<file path="src/hw/rtl/positional_array_list_unit_defines.svh">
// ----------------------------------------------------------------------------
// Positional array list assertion macros
// Shared concurrent assertion forms, clocked on clk_i, disabled in reset.
// ----------------------------------------------------------------------------
`ifndef POSITIONAL_ARRAY_LIST_UNIT_DEFINES_SVH
`define POSITIONAL_ARRAY_LIST_UNIT_DEFINES_SVH

// same-cycle implication
`define PAL_ASSERT_NOW(lbl, ante, cons, msg) \
  lbl: assert property (@(posedge clk_i) disable iff (!rst_ni) (ante) |-> (cons)) \
    else $error(msg);

// next-cycle implication
`define PAL_ASSERT_NEXT(lbl, ante, cons, msg) \
  lbl: assert property (@(posedge clk_i) disable iff (!rst_ni) (ante) |=> (cons)) \
    else $error(msg);

`endif

</file>
<file path="src/hw/rtl/pal_pkg.sv">
// ----------------------------------------------------------------------------
// Positional array list package
// Request, status and state codes and the per-cell control bundle.
// ----------------------------------------------------------------------------
`timescale 1ns / 1ps
`default_nettype none

package pal_pkg;

  typedef enum logic [1:0] {
    MODE_READ   = 2'd0,
    MODE_INSERT = 2'd1,
    MODE_DELETE = 2'd2,
    MODE_CLEAR  = 2'd3
  } mode_e;

  typedef enum logic [1:0] {
    ST_OK     = 2'd0,
    ST_BADPOS = 2'd1,
    ST_FULL   = 2'd2
  } status_e;

  typedef enum logic [1:0] {
    S_IDLE,
    S_SEL,
    S_EXEC
  } state_e;

  // cells per read group (first read-mux stage)
  localparam int unsigned GRP_CELLS = 16;
  localparam int unsigned GRP_BITS  = 4;

  typedef struct packed {
    logic load;     // take the inserted value
    logic from_lo;  // take the lower neighbor (insert shift)
    logic from_hi;  // take the upper neighbor (delete shift)
  } cell_ctl_t;

endpackage

`default_nettype wire

</file>
<file path="src/hw/rtl/pal_cell.sv">
// ----------------------------------------------------------------------------
// Positional array list cell
// One list slot; loads a new value or takes a neighbor's word on a shift.
// ----------------------------------------------------------------------------
`timescale 1ns / 1ps
`default_nettype none

module pal_cell #(
  parameter int unsigned WORD_BITS = 32
) (
  input  wire logic                   clk_i,
  input  wire pal_pkg::cell_ctl_t     ctl_i,
  input  wire logic [WORD_BITS-1:0]   lo_i,
  input  wire logic [WORD_BITS-1:0]   hi_i,
  input  wire logic [WORD_BITS-1:0]   val_i,
  output logic [WORD_BITS-1:0]        q_o
);
  import pal_pkg::*;

  logic [WORD_BITS-1:0] word_q;
  logic [WORD_BITS-1:0] word_d;

  always_comb begin
    word_d = word_q;
    if (ctl_i.load) begin
      word_d = val_i;
    end else if (ctl_i.from_lo) begin
      word_d = lo_i;
    end else if (ctl_i.from_hi) begin
      word_d = hi_i;
    end
  end

  always_ff @(posedge clk_i) begin
    word_q <= word_d;
  end

  assign q_o = word_q;

endmodule

`default_nettype wire

</file>
<file path="config.mk">
export PLATFORM = sky130hd
export DESIGN_NAME = pal_cell
export DESIGN_NICKNAME = d
export VERILOG_FILES = /design/src/hw/rtl/positional_array_list_unit_defines.svh /design/src/hw/rtl/pal_pkg.sv /design/src/hw/rtl/pal_cell.sv
export SDC_FILE = /design/constraint.sdc
export NUM_CORES = 1
export LEC_CHECK = 0
export ABC_AREA = 1
export BUFFER_PORTS_ARGS = -buffer_cell sky130_fd_sc_hd__buf_2
export CAP_MARGIN = 20
export CORE_ASPECT_RATIO = 1.1
export CORE_MARGIN = 5
export CORE_UTILIZATION = 43
export CTS_BUF_LIST = sky130_fd_sc_hd__clkbuf_16
export DETAILED_ROUTE_END_ITERATION = 12
export PLACE_DENSITY = 0.82
export SETUP_SLACK_MARGIN = 0.02
export SLEW_MARGIN = 20
export SYNTH_ARGS = -nofsm -noshare
export SYNTH_HDL_FRONTEND = slang
export SYNTH_SLANG_ARGS = --single-unit
</file>
<file path="constraint.sdc">
create_clock -name clk_i -period 3.1 [get_ports clk_i]
set_input_delay 0.775 -clock clk_i [delete_from_list [all_inputs] [get_ports clk_i]]
set_output_delay 0.775 -clock clk_i [all_outputs]
set_load 0.05 [all_outputs]
</file>
# --- Word-level counts from Yosys, hierarchy flattened ---
# Index checks and enable logic that the tools add are counted.
word_totals:
  elab_cells: 5
  regBits: 32
  input_bits: 100
classes:
  muxes: 3
  n_reduce_logical: 1
op_table:
  columns: ["operator", "count"]
  rows:
  - ["two-way mux 32 bit", 3]
  - ["nonzero test 3 bit", 1]

# --- Longest topological paths before layout ---
depth:
  ltp_word: 3
  mapped_depth: 6
  depth_no_buf: 4

# --- Least setup slack after synthesis ---
# No wires, ideal clock.
synth_path:
  path_kind: "input to register"
  startpoint: "in ctl_i[2] in the netlist's numbering"
  endpoint: "reg word_q[0] (netlist: q_o[0]), enable pin"
  n_path_buf: 2
  slack_ns: 0.922
  required_ns: 2.710
  path_stages: 4
  setup_time_ns: 0.390
  t_arrival_ns: 1.788
  path_cell_list: "buf_4 inv_4 buf_4 nand2_1"
synth_via:
  elab_chain_cells: 1
synth_lines:
  columns: ["element", "line", "text"]
  rows:
  - ["start, declared", "pal_cell.sv:12", "input wire pal_pkg::cell_ctl_t ctl_i,"]
  - ["nonzero test 3 bit (no source line)", null, null]
  - ["end signal, assigned", "pal_cell.sv:35", "word_q <= word_d;"]
  - ["end, declared", "pal_cell.sv:20", "logic [WORD_BITS-1:0] word_q;"]
# Every way passes these cells.
# A chain may end at the register's enable or synchronous reset.

# --- Worst setup path in the final report ---
layout_path:
  startpoint: "in ctl_i[2] in the netlist's numbering"
  endpoint: "reg word_q[24] (netlist: q_o[24]), enable pin"
# Same word-level chain as after synthesis.

==> summary.md <==
| Metric | Value |
|---|---|
| Die area | `0.00605 sq mm` |
| Initial Util | `45.1%` |
| Io pins | `about 130` |
| Hold_ws | `about 0.77 ns` |
| Hpwl dp | `4060 microns` |
| Syn avg cell area | `7.21 sq um` |
| Slew HR | `57.6%` |
| Yosys warnings | `0` |
| Share of cells above drive strength 1 | `35.2%` |
| IO buf count | `131` |
| Cell Pwr Density | `533 mW/mm^2` |
| Final setup viols | `0` |
| Tot GR Track Use | `18.2%` |
| Worst vdd ir | `0.287 mV` |
| Cts bufs inserted | `5` |
| Endpoint, Worst Hold | `q_o[12]$_DFFE_PP_` |
| HP Start | `val_i[12]` |
| Post-CTS sizing | `0` |
| Final wirelength | `5320 microns` |
| Clk sinks | `32` |
| Flip-flop count of the largest register after layout | `32` |
| GR Overflow Total | `0` |
| Slew Limit Fails | `0` |
| Crit path kind | `in -> reg` |
| H-tree depth | `2` |
| First-pass GRT wire length | `between 8000 and 9000 microns` |
| DRT iter0 DRCs | `82` |
| CTS tree | `built` |
| # DRC | `0` |
| Root Buffer | `clkbuf_16` |
| Hold crit path type | `in -> reg` |
| Cell chain of the critical path | `buf_2, inv_4, nand2_1, buf_12` |
| Crit Path Max Fanout | `33` |
| Max-cap violations | `0` |
| Area growth syn-to-layout | `40.6%` |
| Worst EP required | `3.08 ns` |
| Core Region | `0.00438 sq mm` |
| Remaining antenna violation count | `0` |
| RSZ-0062 raised after global routing | `no` |
| Number of global-route vias before repair | `1951` |
| Slew @ Worst Pin | `between 0.6 and 0.7 ns` |
| CP max stage cell | `nand2_1` |
| Clock buffer depth | `2` |
| Vias | `2005` |
| # fillers | `415` |
| Setup TNS | `0 ns` |
| Mapped Nets | `374` |
| Synth cell types | `9` |
| Crit. End Element | `flip-flop` |
| Vias per cell | `4.41` |
| Post-CTS Setup Inserts | `0` |
| Status | `completed` |
| Die extent in x | `74.6 microns` |
| Die height | `a little over 80 microns` |
| 1st-pass router iterations | `4` |
| Clk slew on worst S/H paths | `about 0.050 ns` |
| Row cnt | `25` |
| Crit path DAT | `2.31 ns` |
| Fmax | `428 MHz` |
| Min Tclk post-route | `2.34 ns` |
| Cells on Worst Hold Path | `3` |
| Mapped cell area | `slightly below 0.002 sq mm` |
| Largest net degree at the start of global routing | `34` |
| Final hold vios | `0` |
| Final period util | `75.4%` |
| Cells after Synth | `about 270` |
| Initial antenna violation count | `0` |
| Leakage | `1.71 nW` |
| Nets | `500` |
| Seq/Total Area, Yosys | `48.7%` |
| Critical path's largest stage delay | `about 0.56 ns` |
| Yosys reg bits | `32` |
| Cts hold-fix bufs | `0` |
| Critical path launch point type | `input pin` |
| Final Util | `63.4%` |
| Antenna diodes | `0` |
| Gpl congestion | `around 0.76` |
| DR WL/cell | `11.7 microns` |
## Yosys cell counts
cell type	number	area, sq um
inv_4	2	12.5
buf_6	4	45.0
edfxtp_1	32	961
buf_2	3	15.0
nand2_1	129	484
nand3_1	32	160
buf_4	7	52.6
nor2_1	1	3.75
inv_1	64	240
## kinds of logic after synthesis
family                 share of synthesized area [%]
buffers and inverters                           18.5
AND/OR/NAND/NOR                                 32.8
flip-flops                                      48.7
## worst max-delay path by stage
stage / start / end / cells past startpoint
6_report: ctl_i[2] / q_o[24]$_DFFE_PP_ / 4
5_1_grt: ctl_i[2] / q_o[26]$_DFFE_PP_ / 4
3_3_place_gp: ctl_i[2] / q_o[21]$_DFFE_PP_ / 4
2_1_floorplan: ctl_i[2] / q_o[0]$_DFFE_PP_ / 4
4_1_cts: ctl_i[2] / q_o[28]$_DFFE_PP_ / 4
3_5_place_dp: ctl_i[2] / q_o[28]$_DFFE_PP_ / 4
## where the power goes
| part | internal [mW] | switching, mW | total [mW] |
|---|---|---|---|
| clock | 0.372 | 0.158 | 0.531 |
| combinational | 0.113 | 0.286 | 0.399 |
| sequential | 0.535 | 0.0135 | 0.549 |
## stage by stage
stage	cells	power, mW	cell area (sq um)	worst slack [ns]
after floorplan	274	0.839	1970	0.922
after global placement	447	0.952	2610	0.492
after detailed placement	447	0.957	2610	0.454
after CTS	455	1.49	2780	0.736
after global routing	455	1.55	2780	0.600
final	455	1.48	2780	0.764
## critical path: cells and delay by family
kind | cells | cell delay (ns)
buffers and inverters | 3 | 0.96
and+or+nand+nor | 1 | 0.56
## per-layer routing
layer / part of all wire [%] / global-route usage (%) / wire [microns]
met5: 0 / 0 / 0
met4: 1.4 / 6.41 / 74
met3: 10 / 4.95 / 547
met2: 51 / 34.0 / 2730
met1: 37 / 19.1 / 1970
## layout by cell type, fill, tap and decap left out
master / instances
buf_2: 131
clkbuf_16: 5
clkinv_1: 2
bufinv_16: 1
edfxtp_1: 32
buf_12: 1
inv_4: 2
nor2_1: 1
nand3_1: 32
inv_1: 64
buf_4: 1
nand2_1: 129
## final cells by class
class                           instances  area [sq um]  area share [%]
Inverter                               66           253            9.11
Tap cell                               54          67.6            2.43
Multi-Input combinational cell        162           648            23.4
Clock buffer                            5           125            4.51
Timing Repair Buffer                  133           683            24.6
Clock inverter                          3          37.5            1.35
Sequential cell                        32           961            34.6
Note: power is estimated with default switching activity, not from simulation.
